[src/design/owbm_pkg.sv]
// shared types, constants and register map of the one-wire bus master
package owbm_pkg;

  // default structural values
  localparam int BitsPerByteDef   = 8;
  localparam int ReadTailTicksDef = 53;

  localparam int TickW = 10;
  localparam int FuncW = 3;
  localparam int ByteW = 8;
  localparam int BitIdxW = 3;
  localparam int CfgAddrW = 3;

  // command codes
  localparam logic [FuncW-1:0] FUNC_RESET      = 3'd0;
  localparam logic [FuncW-1:0] FUNC_WRITE_BIT  = 3'd1;
  localparam logic [FuncW-1:0] FUNC_READ_BIT   = 3'd2;
  localparam logic [FuncW-1:0] FUNC_WRITE_BYTE = 3'd3;
  localparam logic [FuncW-1:0] FUNC_READ_BYTE  = 3'd4;

  // register indexes
  localparam logic [CfgAddrW-1:0] REG_RESET_LOW     = 3'd0;
  localparam logic [CfgAddrW-1:0] REG_PRESENCE_WAIT = 3'd1;
  localparam logic [CfgAddrW-1:0] REG_RESET_REC     = 3'd2;
  localparam logic [CfgAddrW-1:0] REG_WRITE_ONE_LOW = 3'd3;
  localparam logic [CfgAddrW-1:0] REG_WRITE_ZERO_LOW = 3'd4;
  localparam logic [CfgAddrW-1:0] REG_WRITE_SLOT    = 3'd5;
  localparam logic [CfgAddrW-1:0] REG_READ_LOW      = 3'd6;
  localparam logic [CfgAddrW-1:0] REG_READ_SAMPLE   = 3'd7;

  // register reset values
  localparam logic [TickW-1:0] RESET_LOW_DEF      = 10'd480;
  localparam logic [TickW-1:0] PRESENCE_WAIT_DEF  = 10'd75;
  localparam logic [TickW-1:0] RESET_REC_DEF      = 10'd410;
  localparam logic [TickW-1:0] WRITE_ONE_LOW_DEF  = 10'd6;
  localparam logic [TickW-1:0] WRITE_ZERO_LOW_DEF = 10'd60;
  localparam logic [TickW-1:0] WRITE_SLOT_DEF     = 10'd70;
  localparam logic [TickW-1:0] READ_LOW_DEF       = 10'd3;
  localparam logic [TickW-1:0] READ_SAMPLE_DEF    = 10'd13;

  typedef enum logic [2:0] {
    PH_IDLE     = 3'd0,
    PH_RST_LOW  = 3'd1,
    PH_RST_WAIT = 3'd2,
    PH_RST_REC  = 3'd3,
    PH_WSLOT    = 3'd4,
    PH_RSLOT    = 3'd5,
    PH_RTAIL    = 3'd6
  } phase_e;

  typedef struct packed {
    logic [TickW-1:0] reset_low_ticks;
    logic [TickW-1:0] presence_wait_ticks;
    logic [TickW-1:0] reset_recovery_ticks;
    logic [TickW-1:0] write_one_low_ticks;
    logic [TickW-1:0] write_zero_low_ticks;
    logic [TickW-1:0] write_slot_ticks;
    logic [TickW-1:0] read_low_ticks;
    logic [TickW-1:0] read_sample_ticks;
  } cfg_t;

  typedef struct packed {
    logic             start_req;
    logic [FuncW-1:0] func;
    logic [ByteW-1:0] write_data;
    logic             line_level;
  } in_t;

  typedef struct packed {
    logic             drive_low;
    logic             busy_res;
    logic             done_res;
    logic [ByteW-1:0] read_data;
    logic             presence;
  } out_t;

endpackage

[src/design/owbm_cfg.sv]
// timing register file of the one-wire bus master
module owbm_cfg (
  input  logic                           clk_i,
  input  logic                           rst_ni,
  input  logic                           cfg_we_i,
  input  logic [owbm_pkg::CfgAddrW-1:0]  cfg_addr_i,
  input  logic [owbm_pkg::TickW-1:0]     cfg_wdata_i,
  output owbm_pkg::cfg_t                 cfg_o
);

  owbm_pkg::cfg_t cfg_q, cfg_d;

  // address decode
  always_comb begin
    cfg_d = cfg_q;
    if (cfg_we_i) begin
      unique case (cfg_addr_i)
        owbm_pkg::REG_RESET_LOW:      cfg_d.reset_low_ticks      = cfg_wdata_i;
        owbm_pkg::REG_PRESENCE_WAIT:  cfg_d.presence_wait_ticks  = cfg_wdata_i;
        owbm_pkg::REG_RESET_REC:      cfg_d.reset_recovery_ticks = cfg_wdata_i;
        owbm_pkg::REG_WRITE_ONE_LOW:  cfg_d.write_one_low_ticks  = cfg_wdata_i;
        owbm_pkg::REG_WRITE_ZERO_LOW: cfg_d.write_zero_low_ticks = cfg_wdata_i;
        owbm_pkg::REG_WRITE_SLOT:     cfg_d.write_slot_ticks     = cfg_wdata_i;
        owbm_pkg::REG_READ_LOW:       cfg_d.read_low_ticks       = cfg_wdata_i;
        owbm_pkg::REG_READ_SAMPLE:    cfg_d.read_sample_ticks    = cfg_wdata_i;
        default:                      cfg_d = cfg_q;
      endcase
    end
  end

  // registers with their reset timings
  always_ff @(posedge clk_i or negedge rst_ni) begin
    if (!rst_ni) begin
      cfg_q.reset_low_ticks      <= owbm_pkg::RESET_LOW_DEF;
      cfg_q.presence_wait_ticks  <= owbm_pkg::PRESENCE_WAIT_DEF;
      cfg_q.reset_recovery_ticks <= owbm_pkg::RESET_REC_DEF;
      cfg_q.write_one_low_ticks  <= owbm_pkg::WRITE_ONE_LOW_DEF;
      cfg_q.write_zero_low_ticks <= owbm_pkg::WRITE_ZERO_LOW_DEF;
      cfg_q.write_slot_ticks     <= owbm_pkg::WRITE_SLOT_DEF;
      cfg_q.read_low_ticks       <= owbm_pkg::READ_LOW_DEF;
      cfg_q.read_sample_ticks    <= owbm_pkg::READ_SAMPLE_DEF;
    end else begin
      cfg_q <= cfg_d;
    end
  end

  assign cfg_o = cfg_q;

endmodule

[src/design/owbm_seq.sv]
// slot sequencer: advances the bus state by one tick per step
module owbm_seq #(
  parameter int BitsPerByte   = owbm_pkg::BitsPerByteDef,
  parameter int ReadTailTicks = owbm_pkg::ReadTailTicksDef
) (
  input  logic            clk_i,
  input  logic            rst_ni,
  input  logic            step_i,
  input  owbm_pkg::in_t   tick_i,
  input  owbm_pkg::cfg_t  cfg_i,
  output owbm_pkg::out_t  res_o
);

  localparam int BitCnt = (BitsPerByte < 1) ? 1 : ((BitsPerByte > 8) ? 8 : BitsPerByte);
  localparam logic [owbm_pkg::ByteW-1:0] DataMask = owbm_pkg::ByteW'((1 << BitCnt) - 1);
  localparam logic [owbm_pkg::TickW-1:0] TailTicks =
    (ReadTailTicks < 1) ? owbm_pkg::TickW'(1) : owbm_pkg::TickW'(ReadTailTicks);
  localparam logic [owbm_pkg::BitIdxW:0] BitCntW = (owbm_pkg::BitIdxW + 1)'(BitCnt);

  owbm_pkg::phase_e                  phase_q, phase_d;
  logic [owbm_pkg::FuncW-1:0]        op_q, op_d;
  logic [owbm_pkg::TickW-1:0]        tc_q, tc_d;
  logic [owbm_pkg::BitIdxW-1:0]      bi_q, bi_d;
  logic [owbm_pkg::ByteW-1:0]        sd_q, sd_d;
  logic                              pres_q, pres_d;

  logic [owbm_pkg::TickW-1:0] tc_inc;
  logic [owbm_pkg::TickW-1:0] slot_m1, samp, samp_m1, low_w, low_r;
  logic [owbm_pkg::TickW-1:0] rst_low, pres_wait, rst_rec;
  logic                       byte_op, more_bits, done;

  // one tick of the sequencer
  always_comb begin
    phase_d = phase_q;
    op_d    = op_q;
    tc_d    = tc_q;
    bi_d    = bi_q;
    sd_d    = sd_q;
    pres_d  = pres_q;
    done    = 1'b0;
    res_o   = '0;

    // command accepted only when idle and known
    if (phase_q == owbm_pkg::PH_IDLE && tick_i.start_req &&
        tick_i.func <= owbm_pkg::FUNC_READ_BYTE) begin
      op_d   = tick_i.func;
      tc_d   = '0;
      bi_d   = '0;
      pres_d = 1'b0;
      sd_d   = (tick_i.func == owbm_pkg::FUNC_WRITE_BIT ||
                tick_i.func == owbm_pkg::FUNC_WRITE_BYTE) ? tick_i.write_data : '0;
      if (tick_i.func == owbm_pkg::FUNC_RESET) begin
        phase_d = owbm_pkg::PH_RST_LOW;
      end else if (tick_i.func == owbm_pkg::FUNC_WRITE_BIT ||
                   tick_i.func == owbm_pkg::FUNC_WRITE_BYTE) begin
        phase_d = owbm_pkg::PH_WSLOT;
      end else begin
        phase_d = owbm_pkg::PH_RSLOT;
      end
    end
    res_o.busy_res = (phase_d != owbm_pkg::PH_IDLE);

    // clamped timings
    rst_low   = (cfg_i.reset_low_ticks == '0) ? owbm_pkg::TickW'(1) : cfg_i.reset_low_ticks;
    pres_wait = (cfg_i.presence_wait_ticks == '0) ? owbm_pkg::TickW'(1)
                                                  : cfg_i.presence_wait_ticks;
    rst_rec   = (cfg_i.reset_recovery_ticks == '0) ? owbm_pkg::TickW'(1)
                                                   : cfg_i.reset_recovery_ticks;
    slot_m1 = (cfg_i.write_slot_ticks < owbm_pkg::TickW'(2)) ? owbm_pkg::TickW'(1)
                                                             : cfg_i.write_slot_ticks - 1'b1;
    low_w = sd_d[bi_d] ? cfg_i.write_one_low_ticks : cfg_i.write_zero_low_ticks;
    if (low_w == '0) low_w = owbm_pkg::TickW'(1);
    if (low_w > slot_m1) low_w = slot_m1;
    samp = (cfg_i.read_sample_ticks < owbm_pkg::TickW'(2)) ? owbm_pkg::TickW'(2)
                                                           : cfg_i.read_sample_ticks;
    samp_m1 = samp - 1'b1;
    low_r = (cfg_i.read_low_ticks == '0) ? owbm_pkg::TickW'(1) : cfg_i.read_low_ticks;
    if (low_r > samp_m1) low_r = samp_m1;

    tc_inc    = tc_d + 1'b1;
    byte_op   = (op_d == owbm_pkg::FUNC_WRITE_BYTE || op_d == owbm_pkg::FUNC_READ_BYTE);
    more_bits = byte_op && ({1'b0, bi_d} + 1'b1 < BitCntW);

    unique case (phase_d)
      owbm_pkg::PH_IDLE: begin
      end
      owbm_pkg::PH_RST_LOW: begin
        res_o.drive_low = 1'b1;
        if (tc_inc >= rst_low) begin
          phase_d = owbm_pkg::PH_RST_WAIT;
          tc_d    = '0;
        end else begin
          tc_d = tc_inc;
        end
      end
      owbm_pkg::PH_RST_WAIT: begin
        if (tc_d >= pres_wait) begin
          pres_d  = ~tick_i.line_level;
          phase_d = owbm_pkg::PH_RST_REC;
          tc_d    = '0;
        end else begin
          tc_d = tc_inc;
        end
      end
      owbm_pkg::PH_RST_REC: begin
        tc_d = tc_inc;
        done = (tc_inc >= rst_rec);
      end
      owbm_pkg::PH_WSLOT: begin
        res_o.drive_low = (tc_d < low_w);
        if (tc_d >= slot_m1) begin
          if (more_bits) begin
            bi_d    = bi_d + 1'b1;
            tc_d    = '0;
            phase_d = owbm_pkg::PH_WSLOT;
          end else begin
            done = 1'b1;
          end
        end else begin
          tc_d = tc_inc;
        end
      end
      owbm_pkg::PH_RSLOT: begin
        res_o.drive_low = (tc_d < low_r);
        if (tc_d >= samp) begin
          if (tick_i.line_level) sd_d[bi_d] = 1'b1;
          phase_d = owbm_pkg::PH_RTAIL;
          tc_d    = '0;
        end else begin
          tc_d = tc_inc;
        end
      end
      owbm_pkg::PH_RTAIL: begin
        tc_d = tc_inc;
        if (tc_inc >= TailTicks) begin
          if (more_bits) begin
            bi_d    = bi_d + 1'b1;
            tc_d    = '0;
            phase_d = owbm_pkg::PH_RSLOT;
          end else begin
            done = 1'b1;
          end
        end
      end
      default: phase_d = owbm_pkg::PH_IDLE;
    endcase

    // final tick of a command
    if (done) begin
      if (op_d == owbm_pkg::FUNC_READ_BIT || op_d == owbm_pkg::FUNC_READ_BYTE) begin
        res_o.read_data = sd_d & DataMask;
      end
      if (op_d == owbm_pkg::FUNC_RESET) res_o.presence = pres_d;
      phase_d = owbm_pkg::PH_IDLE;
      tc_d    = '0;
    end
    res_o.done_res = done;
  end

  // sequencer state, advanced once per transaction
  always_ff @(posedge clk_i or negedge rst_ni) begin
    if (!rst_ni) begin
      phase_q <= owbm_pkg::PH_IDLE;
      op_q    <= '0;
      tc_q    <= '0;
      bi_q    <= '0;
      sd_q    <= '0;
      pres_q  <= 1'b0;
    end else if (step_i) begin
      phase_q <= phase_d;
      op_q    <= op_d;
      tc_q    <= tc_d;
      bi_q    <= bi_d;
      sd_q    <= sd_d;
      pres_q  <= pres_d;
    end
  end

endmodule

[src/design/one_wire_bus_master.sv]
// top level of the one-wire bus master: tick register, sequencer, result register
//
//  channel  | handshake                  | payload
//  ---------+----------------------------+---------------------------------
//  tick in  | in_valid_i / in_ready_o    | in_data_i  (owbm_pkg::in_t)
//  result   | out_valid_o / out_ready_i  | out_data_o (owbm_pkg::out_t)
//  config   | cfg_we_i, cfg_addr_i       | cfg_wdata_i (10-bit timing)
//
// one tick transaction in gives one result out, one per cycle while out_ready_i is high
// a result is offered once its tick has passed the tick register and then the sequencer
// step into the result register
// the sequencer state moves only when a tick leaves the tick register for the result register
// a stalled result holds both registers; input is still taken while the tick register is free
// reset clears the sequencer to idle and loads the default timings
module one_wire_bus_master #(
  parameter int BitsPerByte   = owbm_pkg::BitsPerByteDef,
  parameter int ReadTailTicks = owbm_pkg::ReadTailTicksDef
) (
  input  logic                          clk_i,
  input  logic                          rst_ni,
  input  logic                          in_valid_i,
  output logic                          in_ready_o,
  input  owbm_pkg::in_t                 in_data_i,
  output logic                          out_valid_o,
  input  logic                          out_ready_i,
  output owbm_pkg::out_t                out_data_o,
  input  logic                          cfg_we_i,
  input  logic [owbm_pkg::CfgAddrW-1:0] cfg_addr_i,
  input  logic [owbm_pkg::TickW-1:0]    cfg_wdata_i
);

  owbm_pkg::cfg_t cfg;
  owbm_pkg::out_t res;
  owbm_pkg::in_t  in_q;
  owbm_pkg::out_t out_q;
  logic           in_vld_q, out_vld_q;
  logic           step;

  owbm_cfg u_cfg (
    .clk_i       (clk_i),
    .rst_ni      (rst_ni),
    .cfg_we_i    (cfg_we_i),
    .cfg_addr_i  (cfg_addr_i),
    .cfg_wdata_i (cfg_wdata_i),
    .cfg_o       (cfg)
  );

  // a tick steps the sequencer when the result register can take it
  assign step       = in_vld_q && (!out_vld_q || out_ready_i);
  assign in_ready_o = !in_vld_q || step;

  owbm_seq #(
    .BitsPerByte   (BitsPerByte),
    .ReadTailTicks (ReadTailTicks)
  ) u_seq (
    .clk_i  (clk_i),
    .rst_ni (rst_ni),
    .step_i (step),
    .tick_i (in_q),
    .cfg_i  (cfg),
    .res_o  (res)
  );

  // tick register
  always_ff @(posedge clk_i or negedge rst_ni) begin
    if (!rst_ni) begin
      in_vld_q <= 1'b0;
    end else if (in_valid_i && in_ready_o) begin
      in_vld_q <= 1'b1;
    end else if (step) begin
      in_vld_q <= 1'b0;
    end
  end

  always_ff @(posedge clk_i) begin
    if (in_valid_i && in_ready_o) begin
      in_q <= in_data_i;
    end
  end

  // result register
  always_ff @(posedge clk_i or negedge rst_ni) begin
    if (!rst_ni) begin
      out_vld_q <= 1'b0;
    end else if (step) begin
      out_vld_q <= 1'b1;
    end else if (out_ready_i) begin
      out_vld_q <= 1'b0;
    end
  end

  always_ff @(posedge clk_i) begin
    if (step) begin
      out_q <= res;
    end
  end

  assign out_valid_o = out_vld_q;
  assign out_data_o  = out_q;

endmodule
[config.mk]
export PLATFORM = sky130hd
export DESIGN_NAME = one_wire_bus_master
export DESIGN_NICKNAME = d
export VERILOG_FILES = /design/src/design/owbm_pkg.sv /design/src/design/owbm_cfg.sv /design/src/design/owbm_seq.sv /design/src/design/one_wire_bus_master.sv
export SDC_FILE = /design/constraint.sdc
export NUM_CORES = 1
export LEC_CHECK = 0
export ABC_AREA = 1
export BUFFER_PORTS_ARGS = -buffer_cell sky130_fd_sc_hd__clkbuf_2
export CAP_MARGIN = 20
export CORE_MARGIN = 1
export CORE_UTILIZATION = 60
export DETAILED_ROUTE_END_ITERATION = 16
export HOLD_SLACK_MARGIN = 0.12
export PLACE_DENSITY = 0.76
export SKIP_CTS_REPAIR_TIMING = 1
export SLEW_MARGIN = 10
export SYNTH_ARGS = -nofsm -noshare
export SYNTH_HDL_FRONTEND = slang
export SYNTH_SLANG_ARGS = --single-unit
[constraint.sdc]
create_clock -name clk_i -period 6.01 [get_ports clk_i]
set_clock_uncertainty 0.05 [all_clocks]
set_input_delay 1.5025 -clock clk_i [delete_from_list [all_inputs] [get_ports clk_i]]
set_output_delay 1.5025 -clock clk_i [all_outputs]
set_load 0.02 [all_outputs]
Yosys cells after proc, flatten, opt, wreduce, memory -nomap -nowiden
Cells that the tools add are included.
Widths: inputs -> output; s select.
{"block": "totals", "reg_bits": 135, "output_inout_bits": 14, "elab_cells": 162}
{"block": "op_classes", "addsub": 5, "order_cmp": 16, "eq_ne": 18, "n_mux": 59, "bitwise_logic": 2, "n_reduce_logical": 37}
{"cell": "$mux 10", "count": 19}
{"cell": "$pmux 10 s6", "count": 1}
{"cell": "$ge 10x10->1", "count": 5}
{"cell": "$logic_not 10->1", "count": 5}
{"cell": "$mux 3", "count": 15}
{"cell": "$mux 8", "count": 5}
{"cell": "$eq 3x3->1 const B", "count": 8}
{"cell": "$eq 3x2->1 const B", "count": 7}
{"cell": "$gt 10x10->1", "count": 2}
{"cell": "$lt 10x10->1", "count": 2}
{"cell": "$lt 10x2->1 const B", "count": 2}
{"cell": "$reduce_and 2->1", "count": 10}
{"cell": "$sub 10x1->10 const B", "count": 2}
{"cell": "$pmux 3 s6", "count": 1}
{"cell": "$logic_not 3->1", "count": 5}
{"cell": "$mux 1", "count": 13}
{"cell": "$add 10x1->10 const B", "count": 1}
{"cell": "$ge 10x6->1 const B", "count": 1}
{"cell": "$eq 3x1->1 const B", "count": 3}
{"cell": "$or 8x8->8", "count": 1}
{"cell": "$logic_and 1x1->1", "count": 6}
{"cell": "$pmux 1 s3", "count": 2}
{"cell": "$pmux 3 s2", "count": 1}
{"cell": "$logic_or 1x1->1", "count": 5}
{"cell": "13 further kinds", "count": 15}

Logic depth before layout (Yosys ltp)
Gate-level depths: netlist of the first run.
{"block": "logic_depth", "word_depth": 13, "depth_mapped": 37}

By module
A second synthesis of the first run with hierarchy kept.
{"block": "hier_totals", "cells_unflattened": 1353, "area_unflattened_um2": 10039.6}
{"mod": "owbm_seq", "n_inst": 1, "cells_per_inst": 951, "area_each_um2": 5879.4}
{"mod": "owbm_cfg", "n_inst": 1, "cells_per_inst": 365, "area_each_um2": 3314.4}
{"mod": "one_wire_bus_master", "n_inst": 1, "cells_per_inst": 37, "area_each_um2": 845.8}

Least setup slack after synthesis of the first run
No wires, ideal clock.
{"block": "synth_path", "path_type": "register -> register", "from": "reg u_seq.phase_q[1]", "to": "reg out_q, in the netlist out_data_o[11], data pin", "setup_time_ns": 0.135, "arrival_ns": 4.285, "path_slack_ns": 1.540, "stages_incl_launch_ff": 38, "path_buffers": 4, "synth_period_minus_slack_ns": 4.470, "cell_sequence": "dfrtp_1 -> buf_6 -> inv_2 -> nand2_2 -> nor2_4 -> nand2_2 -> buf_6 -> nand2_1 -> nand2_1 -> nor2_1 -> nor2_1 -> nor2_2 -> buf_4 -> nand3b_1 -> nand2_1 -> nand2_1 -> nor2_1 -> nand3_1 -> [2 not listed] -> nor2_1 -> nor2_1 -> o21a_1 -> o21a_1 -> o21a_1 -> o21ai_0 -> nand2_1 -> clkinv_1 -> clkbuf_1 -> o21ai_0 -> ha_1 -> a21oi_1 -> nor2_1 -> a211oi_1 -> o221ai_1 -> nor2_1 -> nand2_1 -> nand3_1"}
{"item": "start, declared", "line": "owbm_seq.sv:20", "rtl": "owbm_pkg::phase_e phase_q, phase_d;"}
{"item": "start signal, assigned", "line": "owbm_seq.sv:163", "rtl": "phase_q <= owbm_pkg::PH_IDLE;"}
{"item": "start signal, assigned", "line": "owbm_seq.sv:170", "rtl": "phase_q <= phase_d;"}
{"item": "end signal, assigned", "line": "one_wire_bus_master.sv:94", "rtl": "out_q <= res;"}
{"item": "end, declared", "line": "one_wire_bus_master.sv:35", "rtl": "owbm_pkg::out_t out_q;"}

==> flow_metrics.tcl, run 1 <==
set metrics [dict create \
    grt_pass1_vias 8114 \
    rsz0062_at_grt "false" \
    drc 0 \
    synthMuxAreaShare 0 \
    min_to "u_seq.tc_q[1]" \
    r2r_setup_slack_ns 0.52 \
    clock_latency_ns 0.44 \
    fin_nets 1407 \
    wl_met1_um 11100 \
    pin_count 45 \
    hold_viol 0 \
    ys.flop_type "dfrtp_1" \
    critical-path-top-delay-family "simple AND/OR/NAND/NOR gates" \
    synthMostInstantiatedCell "nand2_1" \
    final_cells 1507 \
    cts_tree "built" \
    grt_pass1_wl_um 41300 \
    synth_top_area_frac 0.220 \
    ys_types 48 \
    p_leak_nw 5.13 \
    clk_transition_reported_paths_ns 0.06 \
    ys_ff_latch 135 \
    synth_edf_count 25 \
    yosysTopAreaCell "dfrtp_1" \
    cp_slowest_stage_delay_ns 0.49 \
    p_per_area_nw_per_um2 521 \
    holdPathStages 2 \
    drive_gt1_frac 0.131 \
    rows 45 \
    wl_met2_um 11500 \
    antenna_found_initial 0 \
    holdWs_ns 0.431 \
    synth_compound_area_frac 0.139 \
    cp-end-kind "flip-flop" \
    min_path_type "reg -> reg" \
    maxSlewViolCount 0 \
    crit_slowest_cell "dfrtp_1" \
    setup_viol 0 \
    drt_iter0_drc 801 \
    clock_path_buffers 2 \
    cts_root_buf "clkbuf_16" \
    htree_levels 4 \
    globalplace.congestion 0.941 \
    core_area_um2 15300 \
    worstMarginPinSlew_ns 0.944 \
    drtPass1Iterations 6 \
    top_layer_used "met4" \
    cp_num_buf_inv 2 \
    fp.dieW_um 128 \
    area_growth_pct 10.1 \
    fmax_mhz 182 \
    clkSinkCount 135 \
    wl_per_cell_um 16.9 \
    async_reset_ff_frac 0.815 \
    r2r_end "out_data_o[11]" \
    dpl.hpwl_um 18600 \
    grt_max_degree 57 \
    start_kind "flip-flop" \
    path_class "reg -> reg" \
    via_count 8580 \
    min_period_ns 5.49 \
    grt_overflow 0 \
    p_total_mw 5.42 \
    fin_crit_sh 0.913 \
    netlist_top_cells_area "dfrtp_1 (22%), nand2_1 (13%), ha_1 (12%)" \
    synth_area_per_cell_um2 7.56 \
    start_util 0.618 \
    drt_wl_total_um 25500 \
    die_area_um2 16300 \
    reg2reg_from "u_seq.phase_q[1]" \
    yosys.area_share.simple 0.270 \
    synth_warnings 0 \
    ys_seq_area_frac 0.374 \
    final.setup.tns_ns 0 \
    crit_arrival_ns 5.73 \
    slew_headroom 0.370 \
    synth_fa_ha_area_frac 0.123 \
    hp-start "u_seq.tc_q[1]" \
    dr_wl_met3_um 1660 \
    synth_xor_area_frac 0.0102 \
    synth_cells 1251 \
    dieHeight_um 128 \
    path_max_fanout 22 \
    worst_ep_required_time_ns 6.25 \
    synth_fp_nets 1375 \
    synth_top_family_by_area "simple AND/OR/NAND/NOR gates" \
    cap_violations 0 \
    syn-cell-area_um2 9460 \
    numPortBuffers 44 \
    netlist_top_cells_count "nand2_1 (315), inv_1 (149), o21ai_0 (137), nor2_1 (95), ha_1 (93)" \
    placed_cells 1474 \
    ff2ff_path_depth 34 \
    ant_nets 0 \
    grt_use_total 0.335 \
    vdd_drop_max_mv 0.273 \
    numCtsBuffers 17 \
    status "completed" \
    n_antenna_cell 0 \
    routed_via_density 5.69 \
]
-- worst max-delay path by stage --
stage / start / end / slack (ns) / cells after the start
floorplan: u_seq.phase_q[1] / out_data_o[11] / 1.54 / 37
global placement: u_seq.phase_q[1] / out_data_o[11] / 0.83 / 34
detailed placement: u_seq.phase_q[1] / out_data_o[11] / 0.67 / 34
CTS: u_seq.phase_q[1] / out_data_o[11] / 0.62 / 34
global route: u_seq.phase_q[1] / out_data_o[11] / 0.08 / 34
finish: u_seq.phase_q[1] / out_data_o[11] / 0.52 / 34
-- flip-flops by register name, summed over array words and instances, names as in the netlist --
name and flops:
u_seq.op_q 3, out_valid_o 1, in_q 13, u_seq.phase_q 3, u_cfg.cfg_o 80, out_data_o 12, u_seq.sd_q 8, u_seq.bi_q 3
u_seq.pres_q 1, in_vld_q 1, u_seq.tc_q 10
-- report_power, final --
| part | internal, mW | switching, mW |
|---|---|---|
| sequential | 1.17 | 0.164 |
| clock | 0.593 | 0.426 |
| combinational | 1.03 | 2.04 |
| total | 2.80 | 2.63 |
-- area by class of cell --
type,count,area (um2)
Fill cell,1319,4900
Tap cell,211,264
Inverter,166,623
Sequential cell,135,3540
Clock inverter,10,82.6
Multi-Input combinational cell,912,5130
Clock buffer,22,495
Timing Repair Buffer,51,279
-- worst reg2reg max path: cells and delay by family (launching register included) --
family	cells	cell delay [ns]
DFF	1	0.49
buffers and inverters	2	0.39
AOI/OAI and AO/OA	8	1.17
adders and majority gates	2	0.45
and+or+nand+nor	22	2.83
-- cell families (layout without fill, tap and decap cells) --
logic type               count (synthesis)  in the layout
XOR/XNOR                                11             11
buffers and inverters                  204            249
flip-flops                             135            135
adder cells (fa/ha/maj)                 93             93
AND/OR/NAND/NOR                        571            571
AO/OA/AOI/OAI                          237            237
-- stage by stage --
stage / util / area, um2 / setup slack (ns)
2_1_floorplan: - / 9460 / 1.54
3_3_place_gp: 0.641 / 9820 / 0.831
3_5_place_dp: 0.641 / 9820 / 0.667
4_1_cts: 0.679 / 10400 / 0.619
5_1_grt: 0.680 / 10400 / 0.0826
6_report: 0.680 / 10400 / 0.524
-- layout by cell type, fill, tap and decap left out, types with 4 or more instances in the layout --
master     instances
or2_2              5
nand3_1           63
o211ai_1           7
xor2_1            10
inv_2             15
nand2_1          315
nor2_2             7
dfstp_2           27
ha_1              93
nand3b_1          10
nand2_2            9
o21a_1             6
nor4_1            11
o22ai_1            6
o31ai_1            7
clkbuf_2          43
buf_4              7
o21ai_1            5
o21ai_0          137
nand4_1           20
nor2_4             7
nand3_2            5
inv_6              4
nor2_1            95
nor3_1            16
edfxtp_1          25
a31oi_1            6
inv_1            149
a21oi_1           45
dfrtp_1           83
clkbuf_16         18
-- per-layer routing --
layer | global-route usage | vias to the layer above
met5 | 0 | -
met4 | 0.186 | 0
met3 | 0.0695 | 83
met2 | 0.533 | 296
met1 | 0.428 | 3976
li1 | - | 4225
(Power assumes the default switching activity.)
==> run 2: changes to the inputs <==
Settings changed: ABC_AREA 1 to unset, REMOVE_ABC_BUFFERS set to 1.
==> run 2 against run 1 <==
  * Global-route usage fell by 1.8 points
  * Critical path depth fell by 10
  * Worst setup slack improved by 0.0052 ns
==> flow_metrics.tcl, run 2 <==
set metrics [dict create \
    status "completed" \
    netlist_top_cells_count "nand2_1 (95), ha_1 (93), dfrtp_1 (83), o21ai_0 (68), mux2_2 (65)" \
    die_area_um2 15300 \
    drtPass1Iterations 5 \
    setup_viol 0 \
    yosysTopAreaCell "dfrtp_1" \
    grt_max_degree 71 \
    clock_latency_ns 0.43 \
    path_cells "nor4b_4, nand2_1, and2_1, mux4_2, mux2i_1, a21oi_2, mux2_2, ha_1, a21o_1, a21o_1, a21oi_1, o211ai_1, and2_2, nand2_1, o21ai_1, ha_1, a21o_1, a21o_1, a21oi_1, nor2b_1, o21ai_0, a21oi_1, and4b_1, a22o_1" \
    ys_types 69 \
    path_max_fanout 18 \
    drt_iter0_drc 603 \
    antenna_found_initial 0 \
    syn-cell-area_um2 8910 \
    min_period_ns 5.48 \
    core_area_um2 14500 \
    cts_root_buf "clkbuf_16" \
    layout_setup_ws_ns 0.529 \
    ant_nets 0 \
    globalplace.congestion 0.961 \
    synthMostInstantiatedCell "nand2_1" \
    cts_tree "built" \
    cp_slowest_stage_delay_ns 0.50 \
    vdd_drop_max_mv 0.293 \
    ys_seq_area_frac 0.397 \
    rows 44 \
    fin_area_um2 9910 \
    worstMarginPinSlew_ns 1.00 \
    fin_crit_sh 0.912 \
    fp.dieW_um 124 \
    numPortBuffers 44 \
    pin_count 45 \
    htree_levels 4 \
    start_kind "flip-flop" \
    use_met3 0.0577 \
    drc 0 \
    synth_warnings 0 \
    dpl.hpwl_um 16500 \
    ys.flop_type "dfrtp_1" \
    n_antenna_cell 0 \
    via_count 7184 \
    grt_use_total 0.317 \
    busiest_layer "met2" \
    final_core_util 0.682 \
    drt_wl_total_um 22900 \
    maxSlewViolCount 0 \
    routed_via_density 6.20 \
    grt_pass1_vias 6760 \
    synth_cells 923 \
    met2_usage 0.508 \
    fin_nets 1085 \
    dpl-instance-area_um2 9310 \
    worst_ep_required_time_ns 6.26 \
    fmax_mhz 182 \
    hold_viol 0 \
    p_total_mw 4.37 \
    layout_commonest_cell "nand2_1" \
    dieHeight_um 124 \
    slew_headroom 0.329 \
    synth_top_area_frac 0.233 \
    area_growth_pct 11.2 \
    cp-end-kind "flip-flop" \
    dp_slack_ns 0.452 \
    drive_gt1_frac 0.209 \
    largest_reg_flops 80 \
    path_common_cell "a21o_1" \
    numCtsBuffers 17 \
    grt_pass1_wl_um 35700 \
    clock_path_buffers 2 \
    ys_ff_latch 135 \
    synth_edf_count 25 \
    crit_arrival_ns 5.73 \
    cap_violations 0 \
    p_leak_nw 4.45 \
    most-common-layout-cells "nand2_1 (95), ha_1 (93), dfrtp_1 (83)" \
    use_met1 0.423 \
    synth_area_per_cell_um2 9.65 \
    async_reset_ff_frac 0.815 \
    clkSinkCount 135 \
    final.setup.tns_ns 0 \
    min_path_type "reg -> reg" \
    path_class "reg -> reg" \
    rsz0062_at_grt "false" \
    fill_cells 1154 \
    wl_per_cell_um 19.8 \
    netlist_top_cells_area "dfrtp_1 (23%), ha_1 (13%), edfxtp_1 (8.4%)" \
    start_util 0.613 \
    p_per_area_nw_per_um2 441 \
    grt_overflow 0 \
    clk_transition_reported_paths_ns 0.06 \
    crit_slowest_cell "mux4_2" \
]
==> run 2: area by class of cell <==
type                       count  area [um2]  area share
multi-input combinational    695        5020       0.507
sequential                   135        3540       0.357
clock buffer                  17         425      0.0429
timing repair buffer          59         335      0.0338
tap                          184         230      0.0232
inverter                      53         199      0.0201
clock inverter                15         164      0.0165
==> run 2: path summary, 6_finish.rpt <==
check | from | endpoint | slack [ns] | depth (start not counted)
worst max-delay path | u_seq.phase_q[2] | out_data_o[11] | 0.53 | 24
worst min-delay path | in_vld_q | out_valid_o | 0.44 | 1
worst max register to register | u_seq.phase_q[2] | out_data_o[11] | 0.53 | 24
worst min register to register | in_vld_q | out_valid_o | 0.44 | 1
max in group asynchronous | rst_ni | u_cfg.cfg_o[33] | 3.67 | 2
min in group asynchronous | rst_ni | u_seq.sd_q[6] | 1.13 | 1
==> run 2: metrics by stage <==
step	hold slack (ns)	instances
floorplan	0.392	883
global placement	0.418	1125
detailed placement	0.431	1125
CTS	0.443	1157
global route	0.483	1158
finish	0.440	1158
==> run 2: power by group <==
| part | switching (mW) | leakage [nW] | internal [mW] |
|---|---|---|---|
| clock | 0.432 | 0.285 | 0.618 |
| sequential | 0.209 | 1.55 | 1.17 |
| combinational | 1.14 | 2.61 | 0.806 |
| total | 1.78 | 4.45 | 2.59 |
==> run 2: cell families (layout without fill, tap and decap cells) <==
logic type,Yosys count,after routing,synth area share
compound gates,212,212,0.151
xor+xnor,21,21,0.0206
buf+inv,93,144,0.0416
flops,135,135,0.397
mux,72,72,0.0928
simple gates,297,297,0.166
fa+ha+maj,93,93,0.131
==> run 2: critical path, delay by kind of cell, from the launching register on <==
family          cells  cell delay, ns
mux                 3            1.02
simple gates        7            1.54
compound gates     12            1.64
flops               1            0.49
fa+ha+maj           2            0.59
==> run 2: metal layers <==
metal | vias up | wire (um)
met5 | - | 0
met2 | 224 | 10700
met4 | 0 | 715
met1 | 3463 | 10300
met3 | 59 | 1200
li1 | 3438 | -
